`src/fse_pkg.sv`:
```
`default_nettype none
// ----------------------------------------------------------------------------
// Frame stack engine package
// Field widths, operation and status codes, and the descriptor that follows
// an item from the control stage to the result stage.
// ----------------------------------------------------------------------------
package fse_pkg;

  localparam int unsigned DepthDefault = 1024;
  localparam int unsigned WordW        = 64;
  localparam int unsigned IdxW         = 11;
  localparam int unsigned ModeW        = 3;
  localparam int unsigned StatusW      = 2;

  typedef enum logic [ModeW-1:0] {
    MODE_PUSH     = 3'd0,
    MODE_POP      = 3'd1,
    MODE_ALLOC    = 3'd2,
    MODE_FREE     = 3'd3,
    MODE_PEEK     = 3'd4,
    MODE_PEEK_REL = 3'd5,
    MODE_POKE     = 3'd6,
    MODE_POKE_REL = 3'd7
  } mode_e;

  typedef enum logic [StatusW-1:0] {
    ST_OK    = 2'd0,
    ST_OVER  = 2'd1,
    ST_UNDER = 2'd2,
    ST_RANGE = 2'd3
  } status_e;

  typedef struct packed {
    logic                rd_en;
    logic [IdxW-1:0]     frame_base;
    logic [IdxW-1:0]     depth_now;
    status_e             status;
  } resp_meta_t;

endpackage
`default_nettype wire

```
`src/fse_out_if.sv`:
```
`default_nettype none
// ----------------------------------------------------------------------------
// Frame stack engine result channel
// Valid/ready channel that carries one result per item.
// ----------------------------------------------------------------------------
interface fse_out_if;
  logic                             valid;
  logic                             ready;
  logic [fse_pkg::WordW-1:0]        read_word;
  logic [fse_pkg::IdxW-1:0]         frame_base;
  logic [fse_pkg::IdxW-1:0]         depth_now;
  fse_pkg::status_e                 status;

  modport source (output valid, output read_word, output frame_base,
                  output depth_now, output status, input ready);
  modport sink   (input valid, input read_word, input frame_base,
                  input depth_now, input status, output ready);
endinterface
`default_nettype wire

```
`src/fse_resp.sv`:
```
`default_nettype none
// ----------------------------------------------------------------------------
// Frame stack engine result stage
// Joins the memory read data with the item descriptor and holds the result
// in an output register until it is taken.
// ----------------------------------------------------------------------------
module fse_resp (
  input  wire logic                        clk_i,
  input  wire logic                        rst_ni,
  input  wire logic                        s1_valid_i,
  input  wire fse_pkg::resp_meta_t         meta_i,
  input  wire logic [fse_pkg::WordW-1:0]   rdata_i,
  output logic                             s1_ready_o,
  fse_out_if.source                        rsp_o
);

  logic                          out_valid_q;
  logic [fse_pkg::WordW-1:0]     read_word_q;
  logic [fse_pkg::IdxW-1:0]      frame_base_q;
  logic [fse_pkg::IdxW-1:0]      depth_now_q;
  fse_pkg::status_e              status_q;

  assign s1_ready_o = !out_valid_q || rsp_o.ready;

  always_ff @(posedge clk_i or negedge rst_ni) begin
    if (!rst_ni) begin
      out_valid_q <= 1'b0;
    end else if (s1_ready_o) begin
      out_valid_q <= s1_valid_i;
    end
  end

  always_ff @(posedge clk_i) begin
    if (s1_ready_o && s1_valid_i) begin
      read_word_q  <= meta_i.rd_en ? rdata_i : '0;
      frame_base_q <= meta_i.frame_base;
      depth_now_q  <= meta_i.depth_now;
      status_q     <= meta_i.status;
    end
  end

  assign rsp_o.valid      = out_valid_q;
  assign rsp_o.read_word  = read_word_q;
  assign rsp_o.frame_base = frame_base_q;
  assign rsp_o.depth_now  = depth_now_q;
  assign rsp_o.status     = status_q;

endmodule
`default_nettype wire

```
`src/flat_wrapper.sv`:
```
// flat-port wrapper written by rule: the top's interface ports become plain ports
module fse_resp_flat 
  (clk_i, rst_ni, s1_valid_i, meta_i, rdata_i, s1_ready_o, rsp_o_valid, rsp_o_read_word, rsp_o_frame_base, rsp_o_depth_now, rsp_o_status, rsp_o_ready);
  fse_out_if rsp_o_i ();
  input  wire logic clk_i;
  input  wire logic rst_ni;
  input  wire logic s1_valid_i;
  input  wire fse_pkg::resp_meta_t meta_i;
  input  wire logic [fse_pkg::WordW-1:0] rdata_i;
  output logic s1_ready_o;
  output wire logic [$bits(rsp_o_i.valid)-1:0] rsp_o_valid;
  output wire logic [$bits(rsp_o_i.read_word)-1:0] rsp_o_read_word;
  output wire logic [$bits(rsp_o_i.frame_base)-1:0] rsp_o_frame_base;
  output wire logic [$bits(rsp_o_i.depth_now)-1:0] rsp_o_depth_now;
  output wire logic [$bits(rsp_o_i.status)-1:0] rsp_o_status;
  input wire logic [$bits(rsp_o_i.ready)-1:0] rsp_o_ready;
  assign rsp_o_valid = rsp_o_i.valid;
  assign rsp_o_read_word = rsp_o_i.read_word;
  assign rsp_o_frame_base = rsp_o_i.frame_base;
  assign rsp_o_depth_now = rsp_o_i.depth_now;
  assign rsp_o_status = rsp_o_i.status;
  assign rsp_o_i.ready = rsp_o_ready;
  fse_resp u_core (.clk_i(clk_i), .rst_ni(rst_ni), .s1_valid_i(s1_valid_i), .meta_i(meta_i), .rdata_i(rdata_i), .s1_ready_o(s1_ready_o), .rsp_o(rsp_o_i));
endmodule
```
`config.mk`:
```
export PLATFORM = sky130hd
export DESIGN_NAME = fse_resp_flat
export DESIGN_NICKNAME = d
export VERILOG_FILES = /design/src/fse_pkg.sv /design/src/fse_out_if.sv /design/src/fse_resp.sv /design/src/flat_wrapper.sv
export SDC_FILE = /design/constraint.sdc
export NUM_CORES = 1
export LEC_CHECK = 0
export BUFFER_PORTS_ARGS = -buffer_cell sky130_fd_sc_hd__buf_2
export CORE_AREA = 4 4 95 97
export DETAILED_ROUTE_END_ITERATION = 7
export DIE_AREA = 0 0 99 101
export GPL_ROUTABILITY_DRIVEN = 0
export PLACE_DENSITY = 0.72
export SLEW_MARGIN = 15
export SYNTH_ARGS = -nofsm -noshare
export SYNTH_HDL_FRONTEND = slang
export SYNTH_SLANG_ARGS = --single-unit
export TNS_END_PERCENT = 20
```
`constraint.sdc`:
```
create_clock -name clk_i -period 8.96 [get_ports clk_i]
set_clock_uncertainty 0.1 [all_clocks]
set_input_delay 0 -clock clk_i [delete_from_list [all_inputs] [get_ports clk_i]]
set_output_delay 0 -clock clk_i [all_outputs]
set_load 0.01 [all_outputs]
```
==> impl_metrics.yaml <==
setup_path:
  arrival_ns: 1.80
  endpoint_kind: "flop"
  cp_slowest_cell: "and2_4"
  critPathMaxFanout: 88
  startpoint_type: "flop"
  cp.required_ns: 8.82
  crit_buf_inv: 0
  crit_type: "flop to flop"
  path_cells: "nand2b_1 -> and2_4"
  critPathTopFamily: "simple AND/OR/NAND/NOR gates"
  crit_path_max_incr_delay_ns: 0.88
floorplan:
  die_x_um: 99
  ioPinCount: 183
  core_region_area_mm2: 0.00813
  die_area_mm2: 0.0100
  initial_utilization: 0.393
  row_count: 33
  fp.dieH_um: 101
sta:
  rsz0062_at_grt: "false"
  fin_crit_ns: 1.94
  fmax_mhz: 516
  finalHoldViolations: 0
  worst_pin_slew_ns: 1.12
  finalCritPeriodShare: 0.216
  tns_ns: 0
  drv_slew: 0
  setup_viol: 0
  max-slew-margin-rel: 0.256
pwr:
  p_seq_frac: 0.561
  power_leakage_nw: 2.30
  finalPower_mw: 0.878
  swShare: 0.222
  clkPwrFrac: 0.309
  power_density_mw_per_mm2: 165
  internal_power_mw: 0.683
  power_frac_comb: 0.130
  p_sw_mw: 0.195
  ir_worst_vdd_uv: 102
grt:
  grt-ovfl-total: 0
  track_usage: 0.168
  grt_antenna_before_repair: 0
  grt_pass1_wl_um: 12800
  grt_max_degree: 89
  grt_pass1_vias: 2546
routing:
  vias_per_cell: 4.27
  drt-total-wl_um: 8270
  vias: 2351
  drt_iter0_markers: 75
  wl_per_cell_um: 15.0
  firstDrtPassIters: 4
  drcViolationCount: 0
  antenna_left: 0
placed_design:
  dpl.hpwl_um: 4680
  io_buffers: 182
logic_synthesis:
  seq_area_frac_synth: 0.834
  yosys_warnings: 0
  netlist_area_mm2: 0.00320
  synthCells: 162
  ys_ff_latch: 89
  synth_fp_nets: 255
  avgSynthCellArea_um2: 19.7
  synth.distinct_cells: 6
layout:
  final_net_count: 534
  antennaDiodeCount: 0
  final_layout_size_suffix_gt1_frac: 0.587
  synthToLayoutAreaGrowth_pct: 66.8
cts:
  post_cts_resized: 0
  cts_tree: "yes"
  cts_sinks: 89
  hold_buffers: 92
  h-tree-depth: 3
  clock_latency_ns: 0.33
  cts.clk_slew.worst_paths_ns: 0.08
  cts.path.max_buffers: 2
  cts_buffers: 9
  cts_root_buffer: "clkbuf_8"
  cts_setup_buffers: 0
job:
  maxCapViolCount: 0
outcome:
  status: "completed"
worst_hold_path:
  hold_path.class: "primary input to output port"
## layout by cell type (no fill, tap or decap), types with 2 or more instances in the layout
cell type | Yosys | routed
nand2b_1 | 2 | 2
edfxtp_1 | 88 | 88
clkinvlp_4 | 0 | 2
buf_2 | 0 | 182
dlygate4sd3_1 | 0 | 92
clkbuf_8 | 0 | 9
inv_6 | 0 | 3
and2_2 | 64 | 64
## final cells by class
type	instances	area (um^2)
multi-input cells	67	502
clock inverters	7	75.1
fillers	579	2800
flip-flops and latches	89	2670
repair buffers	274	1830
clock buffers	9	124
well taps	105	131
## per-stage QoR
step                       util  cell area (um^2)  setup WS (ns)  hold WS (ns)  cells
after floorplan               -              3200           5.76        -0.396    162
after global placement    0.518              4210           7.10        -0.324    443
after detailed placement  0.518              4210           7.04        -0.321    443
after CTS                 0.655              5330           7.04         0.239    551
after global routing      0.655              5330           6.91         0.238    551
final                     0.655              5330           7.02         0.252    551
## registers in the layout, indices dropped and copies added (netlist names)
name	count
u_core.rsp_o.read_word	64
u_core.rsp_o.depth_now	11
u_core.rsp_o.frame_base	11
u_core.rsp_o.status	2
u_core.rsp_o.valid	1
## cell usage after synthesis
library cell	n	area (um^2)
edfxtp_1	88	2640
dfrtp_1	1	25.0
and2_1	1	6.26
nand2b_1	2	12.5
clkbuf_2	6	30.0
and2_2	64	480
## power by group through the flow
| stage | Sequential [mW] | Clock (mW) | Combinational [mW] |
|---|---|---|---|
| floorplan | 0.516 | 0 | 0.0228 |
| global placement | 0.500 | 0 | 0.0810 |
| detailed placement | 0.501 | 0 | 0.0825 |
| CTS | 0.492 | 0.281 | 0.114 |
| global route | 0.495 | 0.296 | 0.124 |
| finish | 0.492 | 0.271 | 0.115 |
## worst min-delay path, cell delays in order
cell      delay [ns]
buf_2           0.07
nand2b_1        0.13
buf_2           0.14
## final timing paths
kind	start	end	slack [ns]	cells past startpoint
min reg2reg	u_core.rsp_o.valid	u_core.rsp_o.valid	1.05	3
max in group asynchronous	rst_ni	u_core.rsp_o.valid	8.24	3
min	rsp_o_ready	s1_ready_o	0.25	3
max reg2reg	u_core.rsp_o.valid	u_core.rsp_o.read_word[45]	7.02	2
max	u_core.rsp_o.valid	u_core.rsp_o.read_word[45]	7.02	2
min in group asynchronous	rst_ni	u_core.rsp_o.valid	0.41	3
## kinds of logic (layout without fill, tap and decap cells)
logic type | after synthesis | count (layout) | synth area share
buffers and inverters | 6 | 290 | 0.00939
and+or+nand+nor | 67 | 67 | 0.156
DFF | 89 | 89 | 0.834
## metal layers
layer  track usage  up-vias  wire (um)
met5             0        -          0
met4        0.0441        0         71
met3        0.0616        9        836
met2         0.308      125       4360
met1         0.183     1084       3000
li1              -     1133          -
Power figures use the tool's default switching activity.
