<file path="src/fse_pkg.sv">
`default_nettype none
// ----------------------------------------------------------------------------
// Frame stack engine package
// Field widths, operation and status codes, and the descriptor that follows
// an item from the control stage to the result stage.
// ----------------------------------------------------------------------------
package fse_pkg;

  localparam int unsigned DepthDefault = 1024;
  localparam int unsigned WordW        = 64;
  localparam int unsigned IdxW         = 11;
  localparam int unsigned ModeW        = 3;
  localparam int unsigned StatusW      = 2;

  typedef enum logic [ModeW-1:0] {
    MODE_PUSH     = 3'd0,
    MODE_POP      = 3'd1,
    MODE_ALLOC    = 3'd2,
    MODE_FREE     = 3'd3,
    MODE_PEEK     = 3'd4,
    MODE_PEEK_REL = 3'd5,
    MODE_POKE     = 3'd6,
    MODE_POKE_REL = 3'd7
  } mode_e;

  typedef enum logic [StatusW-1:0] {
    ST_OK    = 2'd0,
    ST_OVER  = 2'd1,
    ST_UNDER = 2'd2,
    ST_RANGE = 2'd3
  } status_e;

  typedef struct packed {
    logic                rd_en;
    logic [IdxW-1:0]     frame_base;
    logic [IdxW-1:0]     depth_now;
    status_e             status;
  } resp_meta_t;

endpackage
`default_nettype wire

</file>
<file path="src/fse_in_if.sv">
`default_nettype none
// ----------------------------------------------------------------------------
// Frame stack engine request channel
// Valid/ready channel that carries one stack operation per item.
// ----------------------------------------------------------------------------
interface fse_in_if;
  logic                             valid;
  logic                             ready;
  fse_pkg::mode_e                   mode;
  logic [fse_pkg::WordW-1:0]        value;
  logic [fse_pkg::IdxW-1:0]         position;
  logic [fse_pkg::IdxW-1:0]         amount;

  modport source (output valid, output mode, output value, output position,
                  output amount, input ready);
  modport sink   (input valid, input mode, input value, input position,
                  input amount, output ready);
endinterface
`default_nettype wire

</file>
<file path="src/fse_ctrl.sv">
`default_nettype none
// ----------------------------------------------------------------------------
// Frame stack engine control
// Holds the stack pointer, checks each operation, issues the one memory access
// it needs, if it needs any, and runs the clearing sweep after reset.
// ----------------------------------------------------------------------------
module fse_ctrl #(
  parameter int unsigned DEPTH = fse_pkg::DepthDefault
) (
  input  wire logic                        clk_i,
  input  wire logic                        rst_ni,
  fse_in_if.sink                           req_i,
  output logic                             s1_valid_o,
  output fse_pkg::resp_meta_t              meta_o,
  input  wire logic                        s1_ready_i,
  output logic                             ram_en_o,
  output logic                             ram_we_o,
  output logic [$clog2(DEPTH)-1:0]         ram_addr_o,
  output logic [fse_pkg::WordW-1:0]        ram_wdata_o
);

  localparam int unsigned AW = $clog2(DEPTH);
  localparam int unsigned PW = $clog2(DEPTH + 1);
  localparam int unsigned CW = ((PW > fse_pkg::IdxW) ? PW : fse_pkg::IdxW) + 1;
  localparam logic [CW-1:0] DepthX = CW'(DEPTH);
  localparam logic [AW-1:0] LastAddr = AW'(DEPTH - 1);

  logic [PW-1:0]         ptr_q;
  logic                  clear_q;
  logic [AW-1:0]         clr_cnt_q;
  logic                  s1_valid_q;
  fse_pkg::resp_meta_t   meta_q;

  logic [CW-1:0]         ptr_x;
  logic [CW-1:0]         pos_x;
  logic [CW-1:0]         amt_x;
  logic [CW-1:0]         ptr_n;
  logic [CW-1:0]         loc;
  logic [CW-1:0]         acc_addr;
  logic [CW-1:0]         base;
  logic                  acc_en;
  logic                  acc_we;
  logic                  rd_en;
  logic                  rel;
  logic                  bad;
  logic                  accept;
  fse_pkg::status_e      st;

  assign req_i.ready = !clear_q && (!s1_valid_q || s1_ready_i);
  assign accept      = req_i.valid && req_i.ready;

  always_comb begin
    ptr_x    = CW'(ptr_q);
    pos_x    = CW'(req_i.position);
    amt_x    = CW'(req_i.amount);
    ptr_n    = ptr_x;
    st       = fse_pkg::ST_OK;
    base     = '0;
    acc_en   = 1'b0;
    acc_we   = 1'b0;
    rd_en    = 1'b0;
    acc_addr = '0;
    rel      = req_i.mode inside {fse_pkg::MODE_PEEK_REL, fse_pkg::MODE_POKE_REL};
    if (rel) begin
      bad = (pos_x == '0) || (pos_x > ptr_x);
      loc = ptr_x - pos_x;
    end else begin
      bad = (pos_x >= ptr_x);
      loc = pos_x;
    end
    case (req_i.mode)
      fse_pkg::MODE_PUSH: begin
        if (ptr_x >= DepthX) begin
          st = fse_pkg::ST_OVER;
        end else begin
          acc_en   = 1'b1;
          acc_we   = 1'b1;
          acc_addr = ptr_x;
          ptr_n    = ptr_x + CW'(1);
        end
      end
      fse_pkg::MODE_POP: begin
        if (ptr_x == '0) begin
          st = fse_pkg::ST_UNDER;
        end else begin
          acc_en   = 1'b1;
          rd_en    = 1'b1;
          acc_addr = ptr_x - CW'(1);
          ptr_n    = ptr_x - CW'(1);
        end
      end
      fse_pkg::MODE_ALLOC: begin
        if (ptr_x + amt_x > DepthX) begin
          st = fse_pkg::ST_OVER;
        end else begin
          base  = ptr_x;
          ptr_n = ptr_x + amt_x;
        end
      end
      fse_pkg::MODE_FREE: begin
        if (amt_x > ptr_x) begin
          st = fse_pkg::ST_UNDER;
        end else begin
          ptr_n = ptr_x - amt_x;
        end
      end
      fse_pkg::MODE_PEEK, fse_pkg::MODE_PEEK_REL,
      fse_pkg::MODE_POKE, fse_pkg::MODE_POKE_REL: begin
        if (bad) begin
          st = fse_pkg::ST_RANGE;
        end else begin
          acc_en   = 1'b1;
          acc_we   = req_i.mode inside {fse_pkg::MODE_POKE, fse_pkg::MODE_POKE_REL};
          rd_en    = !acc_we;
          acc_addr = loc;
        end
      end
      default: begin
        st = fse_pkg::ST_RANGE;
      end
    endcase
  end

  always_comb begin
    if (clear_q) begin
      ram_en_o    = 1'b1;
      ram_we_o    = 1'b1;
      ram_addr_o  = clr_cnt_q;
      ram_wdata_o = '0;
    end else begin
      ram_en_o    = accept && acc_en;
      ram_we_o    = acc_we;
      ram_addr_o  = acc_addr[AW-1:0];
      ram_wdata_o = req_i.value;
    end
  end

  always_ff @(posedge clk_i or negedge rst_ni) begin
    if (!rst_ni) begin
      ptr_q      <= '0;
      clear_q    <= 1'b1;
      clr_cnt_q  <= '0;
      s1_valid_q <= 1'b0;
    end else begin
      if (clear_q) begin
        clr_cnt_q <= clr_cnt_q + AW'(1);
        if (clr_cnt_q == LastAddr) begin
          clear_q <= 1'b0;
        end
      end
      if (accept) begin
        ptr_q      <= ptr_n[PW-1:0];
        s1_valid_q <= 1'b1;
      end else if (s1_ready_i) begin
        s1_valid_q <= 1'b0;
      end
    end
  end

  always_ff @(posedge clk_i) begin
    if (accept) begin
      meta_q.rd_en      <= rd_en;
      meta_q.frame_base <= fse_pkg::IdxW'(base);
      meta_q.depth_now  <= fse_pkg::IdxW'(ptr_n);
      meta_q.status     <= st;
    end
  end

  assign s1_valid_o = s1_valid_q;
  assign meta_o     = meta_q;

`ifndef SYNTHESIS
  a_ptr_bound: assert property (@(posedge clk_i) disable iff (!rst_ni)
    CW'(ptr_q) <= DepthX)
    else $error("Stack pointer exceeds the store depth.");

  a_fail_hold: assert property (@(posedge clk_i) disable iff (!rst_ni)
    accept && (st != fse_pkg::ST_OK) |=> $stable(ptr_q))
    else $error("A failed operation changed the stack pointer.");

  a_push_step: assert property (@(posedge clk_i) disable iff (!rst_ni)
    accept && (req_i.mode == fse_pkg::MODE_PUSH) && (st == fse_pkg::ST_OK)
    |=> ptr_q == PW'($past(ptr_q) + PW'(1)))
    else $error("A push did not raise the stack pointer by one.");

  a_s1_hold: assert property (@(posedge clk_i) disable iff (!rst_ni)
    s1_valid_q && !s1_ready_i |=> s1_valid_q)
    else $error("A pending item was dropped while the result stage stalled.");
`endif

endmodule
`default_nettype wire

</file>
<file path="src/flat_wrapper.sv">
// flat-port wrapper written by rule: the top's interface ports become plain ports
module fse_ctrl_flat 
#(
  parameter int unsigned DEPTH = fse_pkg::DepthDefault
)
  (clk_i, rst_ni, s1_valid_o, meta_o, s1_ready_i, ram_en_o, ram_we_o, ram_addr_o, ram_wdata_o, req_i_valid, req_i_mode, req_i_value, req_i_position, req_i_amount, req_i_ready);
  fse_in_if req_i_i ();
  input  wire logic clk_i;
  input  wire logic rst_ni;
  output logic s1_valid_o;
  output fse_pkg::resp_meta_t meta_o;
  input  wire logic s1_ready_i;
  output logic ram_en_o;
  output logic ram_we_o;
  output logic [$clog2(DEPTH)-1:0] ram_addr_o;
  output logic [fse_pkg::WordW-1:0] ram_wdata_o;
  input wire logic [$bits(req_i_i.valid)-1:0] req_i_valid;
  input wire logic [$bits(req_i_i.mode)-1:0] req_i_mode;
  input wire logic [$bits(req_i_i.value)-1:0] req_i_value;
  input wire logic [$bits(req_i_i.position)-1:0] req_i_position;
  input wire logic [$bits(req_i_i.amount)-1:0] req_i_amount;
  output wire logic [$bits(req_i_i.ready)-1:0] req_i_ready;
  assign req_i_i.valid = req_i_valid;
  assign req_i_i.mode = req_i_mode;
  assign req_i_i.value = req_i_value;
  assign req_i_i.position = req_i_position;
  assign req_i_i.amount = req_i_amount;
  assign req_i_ready = req_i_i.ready;
  fse_ctrl #(.DEPTH(DEPTH)) u_core (.clk_i(clk_i), .rst_ni(rst_ni), .req_i(req_i_i), .s1_valid_o(s1_valid_o), .meta_o(meta_o), .s1_ready_i(s1_ready_i), .ram_en_o(ram_en_o), .ram_we_o(ram_we_o), .ram_addr_o(ram_addr_o), .ram_wdata_o(ram_wdata_o));
endmodule
</file>
<file path="config.mk">
export PLATFORM = sky130hd
export DESIGN_NAME = fse_ctrl_flat
export DESIGN_NICKNAME = d
export VERILOG_FILES = /design/src/fse_pkg.sv /design/src/fse_in_if.sv /design/src/fse_ctrl.sv /design/src/flat_wrapper.sv
export SDC_FILE = /design/constraint.sdc
export NUM_CORES = 1
export LEC_CHECK = 0
export BUFFER_PORTS_ARGS = -buffer_cell sky130_fd_sc_hd__buf_4
export CORE_MARGIN = 4
export CORE_UTILIZATION = 55
export DETAILED_ROUTE_END_ITERATION = 10
export PLACE_DENSITY = 0.86
export RECOVER_POWER = 25
export REMOVE_ABC_BUFFERS = 1
export SKIP_LAST_GASP = 1
export SLEW_MARGIN = 20
export SYNTH_ARGS = -nofsm -noshare
export SYNTH_HDL_FRONTEND = slang
export SYNTH_SLANG_ARGS = --single-unit
</file>
<file path="constraint.sdc">
create_clock -name clk_i -period 5.8 [get_ports clk_i]
set_input_delay 0.87 -clock clk_i [delete_from_list [all_inputs] [get_ports clk_i]]
set_output_delay 0.87 -clock clk_i [all_outputs]
set_load 0.005 [all_outputs]
</file>
==> flow_summary_export.csv, run 1 <==
group,metric,value,unit
outcome,status,"complete, no violations",
die,die_h,111,um
grt,grt_use_total,34.9,%
sta,setup_slack,1.30,ns
yosys,synth_common_cells,"nor2b_1, nor2_1, ha_1",
cts,clock-root-buffer,"clkbuf_8",
sta,tightest_slew,1.35,ns
worst_setup_path,critical_path_required,4.93,ns
placed_design,io_buffers,195,
cts,numCtsBuffers,5,
power,cell_internal_pwr,1260,uW
worst_setup_path,worstSetupPathType,"reg2out",
detailed_routing,antenna_left,0,
yosys,synth-adder-area-share,11.1,%
die,die_w,111,um
yosys,ys_ff_latch,48,
die,core_area,0.0103,mm2
cts,htreeDepth,2,
cts,clock_path_buffers,2,
detailed_routing,routedWlPerCell,22.0,um
yosys,yosysMostFrequentCell,"nor2b_1",
sta,post-route-period-util,77.6,%
yosys,synthFlopType,"edfxtp_1",
finish,area_growth,26.7,%
sta,min_period,4.50,ns
sta,rsz0062_at_grt,"no",
detailed_routing,first_iter_violations,692,
placed_design,place_congestion,1.07,
power,total_power,2530,uW
sta,slew_headroom,10.1,%
detailed_routing,vias_per_cell,6.34,
detailed_routing,wirelength,22.6,mm
detailed_routing,dr.pass1.iters,8,
power,p_switching,1270,uW
yosys,synth_top_area_share,12.9,%
power,p_leak,0.00339,uW
sta,tns,0,ns
grt,grt_pass1_wl,34.7,mm
grt,grt_overflow,0,
sta,maxSlewViolCount,0,
yosys,synth_cell_types,84,
yosys,synth_cells,721,
yosys,synth_area_leader_cell,"edfxtp_1",
die,dieArea,0.0123,mm2
sta,clock_skew,0.0104,ns
finish,utilization,71.7,%
yosys,synth_top_family_by_area,"simple AND/OR/NAND/NOR gates",
cts,worstSkewPairLatency,0.31,ns
worst_setup_path,arrival,3.63,ns
job,maxCapViolCount,0,
finish,nFillCells,816,
yosys,avgSynthCellArea,8.10,um2
yosys,async_reset_ff_share,47.9,%
cts,cts_sinks,48,
cts,cts_resized,0,
grt,grt_max_degree,88,
yosys,syn-cell-area,0.00584,mm2
placed_design,place_ws,1.53,ns
yosys,synth_compound_area_share,24.7,%
worst_hold_path,worstHoldPathType,"reg2reg",
worst_setup_path,crit_family,"compound AO/OA/AOI/OAI gates",
worst_setup_path,crit_fanout,13,
worst_setup_path,cp-end-kind,"primary output",
grt,first_global_vias,6212,
yosys,synth_warnings,0,
die,io-pin-count,196,
worst_setup_path,crit_chain,"inv_1 -> ha_1 -> a211o_1 -> o221ai_1 -> a21oi_1 -> o41ai_1 -> a21oi_1 -> or2_2 -> o21ai_0 -> mux2_2 -> buf_4",
worst_setup_path,start_kind,"register",
power,p_comb_share,68.6,%
detailed_routing,vias,6530,
cts,postCtsSetupRepairBufs,0,
cts,cts.clk_slew.worst_paths,0.09,ns
detailed_routing,drc_errors,0,
yosys,synth-edff-count,25,
worst_setup_path,critPathSlowestCell,"dfrtp_1",
die,initial_core_util,56.6,%
yosys,yosysSeqAreaShare,22.7,%
worst_setup_path,slowest_delay,0.74,ns
cts,cts_tree,"yes",
yosys,synth_mux_area_share,2.57,%
worst_setup_path,cp_num_buf_inv,2,
cts,ctsHoldBuffers,0,
power,clockPowerShare,8.5,%
power,power_frac_seq,22.9,%
sta,setup_viol,0,
power,powerDensity,341,mW/mm2
grt,antenna_found_initial,6,
worst_setup_path,cp_common_cell,"a21oi_1",
yosys,synth.area.top_cells,"edfxtp_1, ha_1, dfrtp_1, nor2b_1, o21ai_0",
power,ir_worst_vdd,0.000269,V
power,swShare,50.2,%
finish,drive_above_1_share,27.2,%
die,rows,37,
sta,fmax,0.222,GHz
placed_design,dp_hpwl,18.1,mm
sta,hold_viol,0,
finish,num-nets-final,1031,
yosys,synth_xor_area_share,4.20,%
yosys,synth-simple-area-share,28.3,%
sta,fin_hold_ws,0.522,ns
## final cells by class
type / count / area, um2 / share of cell area, %
flip-flops and latches: 48 / 1330 / 17.9
repair buffers: 200 / 1480 / 20.0
inverters: 45 / 169 / 2.28
clock buffers: 6 / 82.6 / 1.12
multi-input cells: 588 / 4140 / 55.9
clock inverters: 2 / 15.0 / 0.203
diodes: 5 / 12.5 / 0.169
well taps: 136 / 170 / 2.30
## kinds of logic after synthesis
group | Yosys count
simple gates | 300
compound gates | 196
buf+inv | 85
fa+ha+maj | 50
flops | 48
xor+xnor | 28
mux | 14
## power by group through the flow
stage | clock network, uW | logic [uW] | registers [uW]
6_report | 214 | 1730 | 579
5_1_grt | 228 | 1870 | 582
4_1_cts | 211 | 1690 | 568
3_5_place_dp | 0 | 1680 | 576
3_3_place_gp | 0 | 1650 | 572
2_1_floorplan | 0 | 1130 | 533
## cell usage in the layout, fill, tap and decap left out, types with 9 or more instances in the layout
master      n
nor2b_1    75
o21a_1      9
ha_1       47
xnor2_1    22
edfxtp_1   25
nand2_1    44
and2_1     15
a31oi_1     9
a21oi_1    34
nand2b_1   11
o21ai_0    41
nand3_1    17
nor3_1     22
buf_4     175
inv_1      45
nor2_1     52
a21o_1     11
clkbuf_4   20
dfrtp_1    22
nand4_1    12
## flip-flops by register name (all words and copies together) (netlist names)
name,count
u_core.clr_cnt_q,10
u_core.meta_o,25
u_core.ptr_q,11
u_core.s1_valid_o,1
u_core.clear_q,1
## worst paths after layout
path / from / end / slack, ns / depth (start not counted)
worst min-delay path: u_core.clr_cnt_q[9]$_DFFE_PN0P_ / u_core.clr_cnt_q[9]$_DFFE_PN0P_ / 0.52 / 1
max in group asynchronous: rst_ni / u_core.ptr_q[5]$_DFFE_PN0P_ / 4.16 / 1
worst min register to register: u_core.clr_cnt_q[9]$_DFFE_PN0P_ / u_core.clr_cnt_q[9]$_DFFE_PN0P_ / 0.52 / 1
min in group asynchronous: rst_ni / u_core.ptr_q[9]$_DFFE_PN0P_ / 0.84 / 1
worst max-delay path: u_core.ptr_q[6]$_DFFE_PN0P_ / ram_addr_o[0] / 1.30 / 11
worst max register to register: u_core.ptr_q[1]$_DFFE_PN0P_ / u_core.meta_o[2]$_DFFE_PP_ / 1.76 / 10
## routing by layer
| metal | vias to the layer above | global-route usage (%) | wire length (um) |
|---|---|---|---|
| met5 | - | 0 | 13 |
| met3 | 85 | 6.00 | 2270 |
| met1 | 3043 | 44.1 | 8490 |
| li1 | 2952 | - | - |
| met2 | 448 | 58.9 | 10800 |
| met4 | 2 | 14.4 | 1040 |
## through the flow
| stage | instance area [um2] | std cells |
|---|---|---|
| after CTS | 7400 | 1025 |
| after floorplan | 5630 | 681 |
| final | 7400 | 1030 |
| after detailed placement | 7310 | 1017 |
| after global placement | 7310 | 1017 |
| after global routing | 7400 | 1030 |
Note: power is estimated with default switching activity, not from simulation.
==> inputs of run 2 (changes only) <==
CORE_UTILIZATION = 47   (was 55)
PLACE_DENSITY = 0.78   (was 0.86)
clock period = 4 ns   (was 5.8 ns; I/O delays follow)
==> flow_summary_export.csv, run 2 (synthesis gave the netlist of run 1 again) <==
group,metric,value,unit
outcome,status,"complete, no violations",
power,power_frac_seq,20.5,%
grt,grt_use_total,31.8,%
finish,final_common_cell,"buf_4",
worst_setup_path,start_kind,"register",
die,die_w,119,um
detailed_routing,wl_met1,8.69,mm
sta,clock_skew,0.00480,ns
worst_setup_path,worstSetupPathType,"reg2out",
worst_setup_path,reg2reg_from,"u_core.ptr_q[2]$_DFFE_PN0P_",
die,die_h,119,um
sta,rsz0062_at_grt,"yes",
placed_design,place_congestion,1.07,
power,p_switching,1870,uW
worst_setup_path,critical_path.startpoint,"u_core.ptr_q[3]$_DFFE_PN0P_",
detailed_routing,vias_per_cell,5.94,
finish,largest_reg_flops,25,
sta,post-route-period-util,96.8,%
detailed_routing,dr.pass1.iters,7,
cts,cts_tree,"yes",
detailed_routing,dr_wl_met2,10.9,mm
die,rows,40,
power,p_comb_share,67.3,%
worst_setup_path,r2r_end,"u_core.meta_o[9]$_DFFE_PP_",
detailed_routing,routedWlPerCell,21.7,um
placed_design,dpl_cell_area,0.00750,mm2
finish,final_cell_mix,"buf_4, nor2b_1, nor2_1",
worst_setup_path,crit_chain,"buf_4 -> inv_1 -> ha_1 -> nor2_1 -> a21oi_1 -> o41ai_1 -> a21oi_1 -> or2_2 -> o21ai_0 -> mux2_2 -> buf_4",
worst_setup_path,arrival,3.27,ns
cts,numCtsBuffers,5,
detailed_routing,antenna_left,0,
power,p_leak,0.00352,uW
detailed_routing,drc_errors,0,
worst_setup_path,critPathSlowestCell,"dfrtp_1",
finish,fin_area,0.00767,mm2
detailed_routing,first_iter_violations,581,
worst_setup_path,critical_path_required,3.40,ns
grt,grt_pass1_wl,35.3,mm
cts,worstSkewPairLatency,0.29,ns
die,io-pin-count,196,
worst_setup_path,crit_fanout,13,
cts,htreeDepth,2,
job,maxCapViolCount,0,
placed_design,io_buffers,195,
finish,area_growth,31.3,%
cts,cts.clk_slew.worst_paths,0.06,ns
grt,grt_overflow,0,
cts,postCtsSetupRepairBufs,0,
sta,fmax,0.258,GHz
detailed_routing,dr_wl_met3,2.62,mm
grt,grt_max_degree,57,
worst_setup_path,rrSetupSlack,0.32,ns
sta,setup_viol,0,
sta,tightest_slew,1.40,ns
cts,clock_path_buffers,2,
sta,hold_viol,0,
worst_hold_path,worstHoldPathType,"reg2reg",
power,powerDensity,514,mW/mm2
sta,maxSlewViolCount,0,
die,dieArea,0.0143,mm2
cts,clock-root-buffer,"clkbuf_16",
die,core_area,0.0121,mm2
detailed_routing,vias,6437,
worst_setup_path,critPathCapture,"ram_addr_o[0]",
cts,cts_sinks,48,
grt,antenna_found_initial,7,
power,swShare,47.5,%
worst_setup_path,cp-end-kind,"primary output",
worst_setup_path,ff2ff_path_depth,9,
worst_setup_path,slowest_delay,0.65,ns
grt,first_global_vias,6127,
power,clockPowerShare,12.2,%
power,ir_worst_vdd,0.000322,V
sta,min_period,3.87,ns
power,cell_internal_pwr,2070,uW
finish,utilization,63.6,%
placed_design,dp_hpwl,19.3,mm
detailed_routing,top_layer,"met4",
sta,slew_headroom,6.60,%
detailed_routing,wirelength,23.5,mm
finish,num-nets-final,1051,
die,initial_core_util,48.4,%
sta,tns,0,ns
finish,drive_above_1_share,29.2,%
[run 2: worst max-delay path, delay by kind of cell, from the launching register on]
kind,cells,cell delay [ns]
flip-flops,1,0.65
AO/OA/AOI/OAI,4,0.83
buffers and inverters,3,0.55
adder cells (fa/ha/maj),1,0.19
multiplexers,1,0.22
AND/OR/NAND/NOR,2,0.52
[run 2: area by class of cell]
type	instances	area, um2
clock buffers	5	125
well taps	168	210
fillers	1083	4400
repair buffers	220	1630
clock inverters	3	46.3
flip-flops and latches	48	1330
inverters	45	169
multi-input cells	588	4140
diodes	6	15.0
[run 2: power by group through the flow]
stage,sequential [uW],combinational (uW),clock (uW)
2_1_floorplan,772,1640,0
3_3_place_gp,795,2570,0
3_5_place_dp,800,2590,0
4_1_cts,791,2600,489
5_1_grt,808,2890,514
6_report,806,2650,481
[run 2: how the worst min path moves through the flow]
| stage | start | endpoint | slack (ns) | depth (start not counted) |
|---|---|---|---|---|
| global route | u_core.s1_valid_o$_DFFE_PN0P_ | u_core.s1_valid_o$_DFFE_PN0P_ | 0.53 | 1 |
| floorplan | rst_ni | u_core.clr_cnt_q[0]$_DFFE_PN0P_ | 0.30 | 0 |
| CTS | rst_ni | u_core.ptr_q[8]$_DFFE_PN0P_ | 0.21 | 1 |
| detailed placement | u_core.clr_cnt_q[4]$_DFFE_PN0P_ | u_core.clr_cnt_q[4]$_DFFE_PN0P_ | 0.50 | 1 |
| global placement | u_core.clr_cnt_q[4]$_DFFE_PN0P_ | u_core.clr_cnt_q[4]$_DFFE_PN0P_ | 0.48 | 1 |
| finish | u_core.clr_cnt_q[4]$_DFFE_PN0P_ | u_core.clr_cnt_q[4]$_DFFE_PN0P_ | 0.51 | 1 |
[run 2: what timing repair did]
action	in CTS	in global routing
resized for setup	0	5
hold buffers	0	0
setup endpoints to repair	0	14
[run 2: metal layers]
layer | up-vias | GRT usage [%]
li1 | 2996 | -
met1 | 2975 | 38.7
met2 | 390 | 50.9
met3 | 76 | 8.17
met4 | 0 | 18.1
met5 | - | 0
[run 2: through the flow]
stage | std cells | power, uW | worst slack [ns] | hold slack [ns]
floorplan | 681 | 2410 | 0.687 | 0.304
global placement | 1069 | 3370 | 0.275 | 0.480
detailed placement | 1069 | 3390 | 0.163 | 0.498
CTS | 1077 | 3880 | 0.0477 | 0.209
global route | 1083 | 4210 | -0.0127 | 0.527
finish | 1083 | 3940 | 0.127 | 0.506
==> inputs of run 3 (changes only) <==
REMOVE_ABC_BUFFERS = unset   (was 1)
==> flow_summary_export.csv, run 3 (synthesis gave the netlist of run 1 again) <==
group,metric,value,unit
power,power_frac_seq,19.5,%
power,p_switching,1870,uW
power,clockPowerShare,13.6,%
die,die_w,119,um
cts,clock-root-buffer,"clkbuf_16",
sta,min_period,3.88,ns
power,ir_worst_vdd,0.000248,V
finish,drive_above_1_share,29.5,%
die,io-pin-count,196,
detailed_routing,first_iter_violations,819,
grt,first_global_vias,6000,
detailed_routing,dr.pass1.iters,6,
cts,worstSkewPairLatency,0.29,ns
finish,final_cell_mix,"buf_4, nor2b_1, nor2_1",
cts,cts.clk_slew.worst_paths,0.07,ns
power,p_leak,0.00353,uW
sta,setup_viol,0,
worst_setup_path,worstSetupPathType,"reg2out",
cts,cts_resized,0,
sta,clock_skew,0.00359,ns
grt,antenna_found_initial,0,
finish,diodes,0,
cts,ctsHoldBuffers,0,
cts,postCtsSetupRepairBufs,0,
grt,grt_use_total,27.5,%
detailed_routing,drc_errors,0,
cts,cts_tree,"yes",
sta,rsz0062_at_grt,"no",
cts,cts_sinks,48,
detailed_routing,wirelength,20.5,mm
sta,hold_viol,0,
finish,final_common_cell,"buf_4",
worst_hold_path,worstHoldPathType,"reg2reg",
die,core_area,0.0121,mm2
detailed_routing,vias_per_cell,5.95,
placed_design,io_buffers,195,
die,rows,40,
detailed_routing,routedWlPerCell,19.1,um
power,total_power,4000,uW
power,swShare,46.8,%
outcome,status,"complete, no violations",
cts,htreeDepth,2,
die,dieArea,0.0143,mm2
sta,setup_slack,0.120,ns
job,maxCapViolCount,0,
sta,fmax,0.258,GHz
die,die_h,119,um
power,p_comb_share,66.9,%
worst_setup_path,crit_fanout,13,
cts,numCtsBuffers,5,
worst_setup_path,start_kind,"register",
cts,clock_path_buffers,2,
sta,tns,0,ns
sta,slew_headroom,8.44,%
finish,largest_reg_flops,25,
die,initial_core_util,48.4,%
detailed_routing,vias,6392,
sta,tightest_slew,1.37,ns
grt,grt_pass1_wl,32.1,mm
finish,num-nets-final,1048,
grt,grt_max_degree,56,
sta,maxSlewViolCount,0,
detailed_routing,antenna_left,0,
yosys,syn_nets,864,
worst_setup_path,cp-end-kind,"primary output",
placed_design,dp_hpwl,16.4,mm
worst_setup_path,critical_path_required,3.40,ns
placed_design,place_congestion,1.09,
sta,post-route-period-util,97.0,%
worst_setup_path,arrival,3.28,ns
grt,grt_overflow,0,
power,powerDensity,522,mW/mm2
power,cell_internal_pwr,2130,uW
finish,area_growth,31.3,%
placed_design,place_ws,0.312,ns
[run 3: changes by cell type in the layout (fill, tap and decap cells not counted), sizes merged]
| cell | before | now |
|---|---|---|
| buf | 196 | 190 |
| bufinv | 1 | 2 |
| clkbuf | 29 | 32 |
| diode | 6 | 0 |
| inv | 46 | 45 |
[run 3: critical path, cell delays in order (launching register included)]
cell,delay [ns]
dfrtp_1,0.53
buf_4,0.27
ha_1,0.42
nand4_1,0.21
o31ai_1,0.37
o31ai_1,0.10
a21oi_1,0.19
or2_2,0.29
o221ai_1,0.18
mux2_2,0.29
buf_4,0.14
[run 3: per-stage QoR]
stage | area, um2 | hold slack, ns | instances | util [%]
global route | 7660 | 0.540 | 1074 | 63.5
finish | 7660 | 0.518 | 1074 | 63.5
global placement | 7470 | 0.479 | 1066 | 62.0
floorplan | 5840 | 0.304 | 721 | -
CTS | 7670 | 0.219 | 1074 | 63.6
detailed placement | 7470 | 0.484 | 1066 | 62.0
[run 3: area by class of cell]
cell class	instances	area (um2)
Clock buffer	5	125
Clock inverter	3	68.8
Fill cell	1093	4400
Inverter	45	173
Multi-Input combinational cell	588	4140
Sequential cell	48	1330
Tap cell	168	210
Timing Repair Buffer	217	1620
[run 3: worst paths after layout]
path / start / endpoint / slack, ns / cells after the start
min in group asynchronous: rst_ni / u_core.ptr_q[2]$_DFFE_PN0P_ / 0.61 / 1
max in group asynchronous: rst_ni / u_core.ptr_q[10]$_DFFE_PN0P_ / 2.48 / 1
worst min register to register: u_core.clr_cnt_q[9]$_DFFE_PN0P_ / u_core.clr_cnt_q[9]$_DFFE_PN0P_ / 0.52 / 1
worst max register to register: u_core.ptr_q[1]$_DFFE_PN0P_ / u_core.meta_o[11]$_DFFE_PP_ / 0.41 / 11
worst max-delay path: u_core.ptr_q[4]$_DFFE_PN0P_ / ram_addr_o[3] / 0.12 / 10
worst min-delay path: u_core.clr_cnt_q[9]$_DFFE_PN0P_ / u_core.clr_cnt_q[9]$_DFFE_PN0P_ / 0.52 / 1
[run 3: layer usage]
metal	share of wire, %	global-route usage, %	vias to the layer above
met5	0	0	-
li1	-	-	2991
met4	2.2	7.52	0
met2	45	43.0	399
met1	41	38.5	2950
met3	11	5.60	52
[run 3: power groups by stage]
stage          clock [uW]  sequential [uW]  combinational (uW)
2_1_floorplan           0              727                1750
3_3_place_gp            0              773                2580
3_5_place_dp            0              775                2600
4_1_cts               548              766                2610
5_1_grt               571              787                2900
6_report              545              780                2680
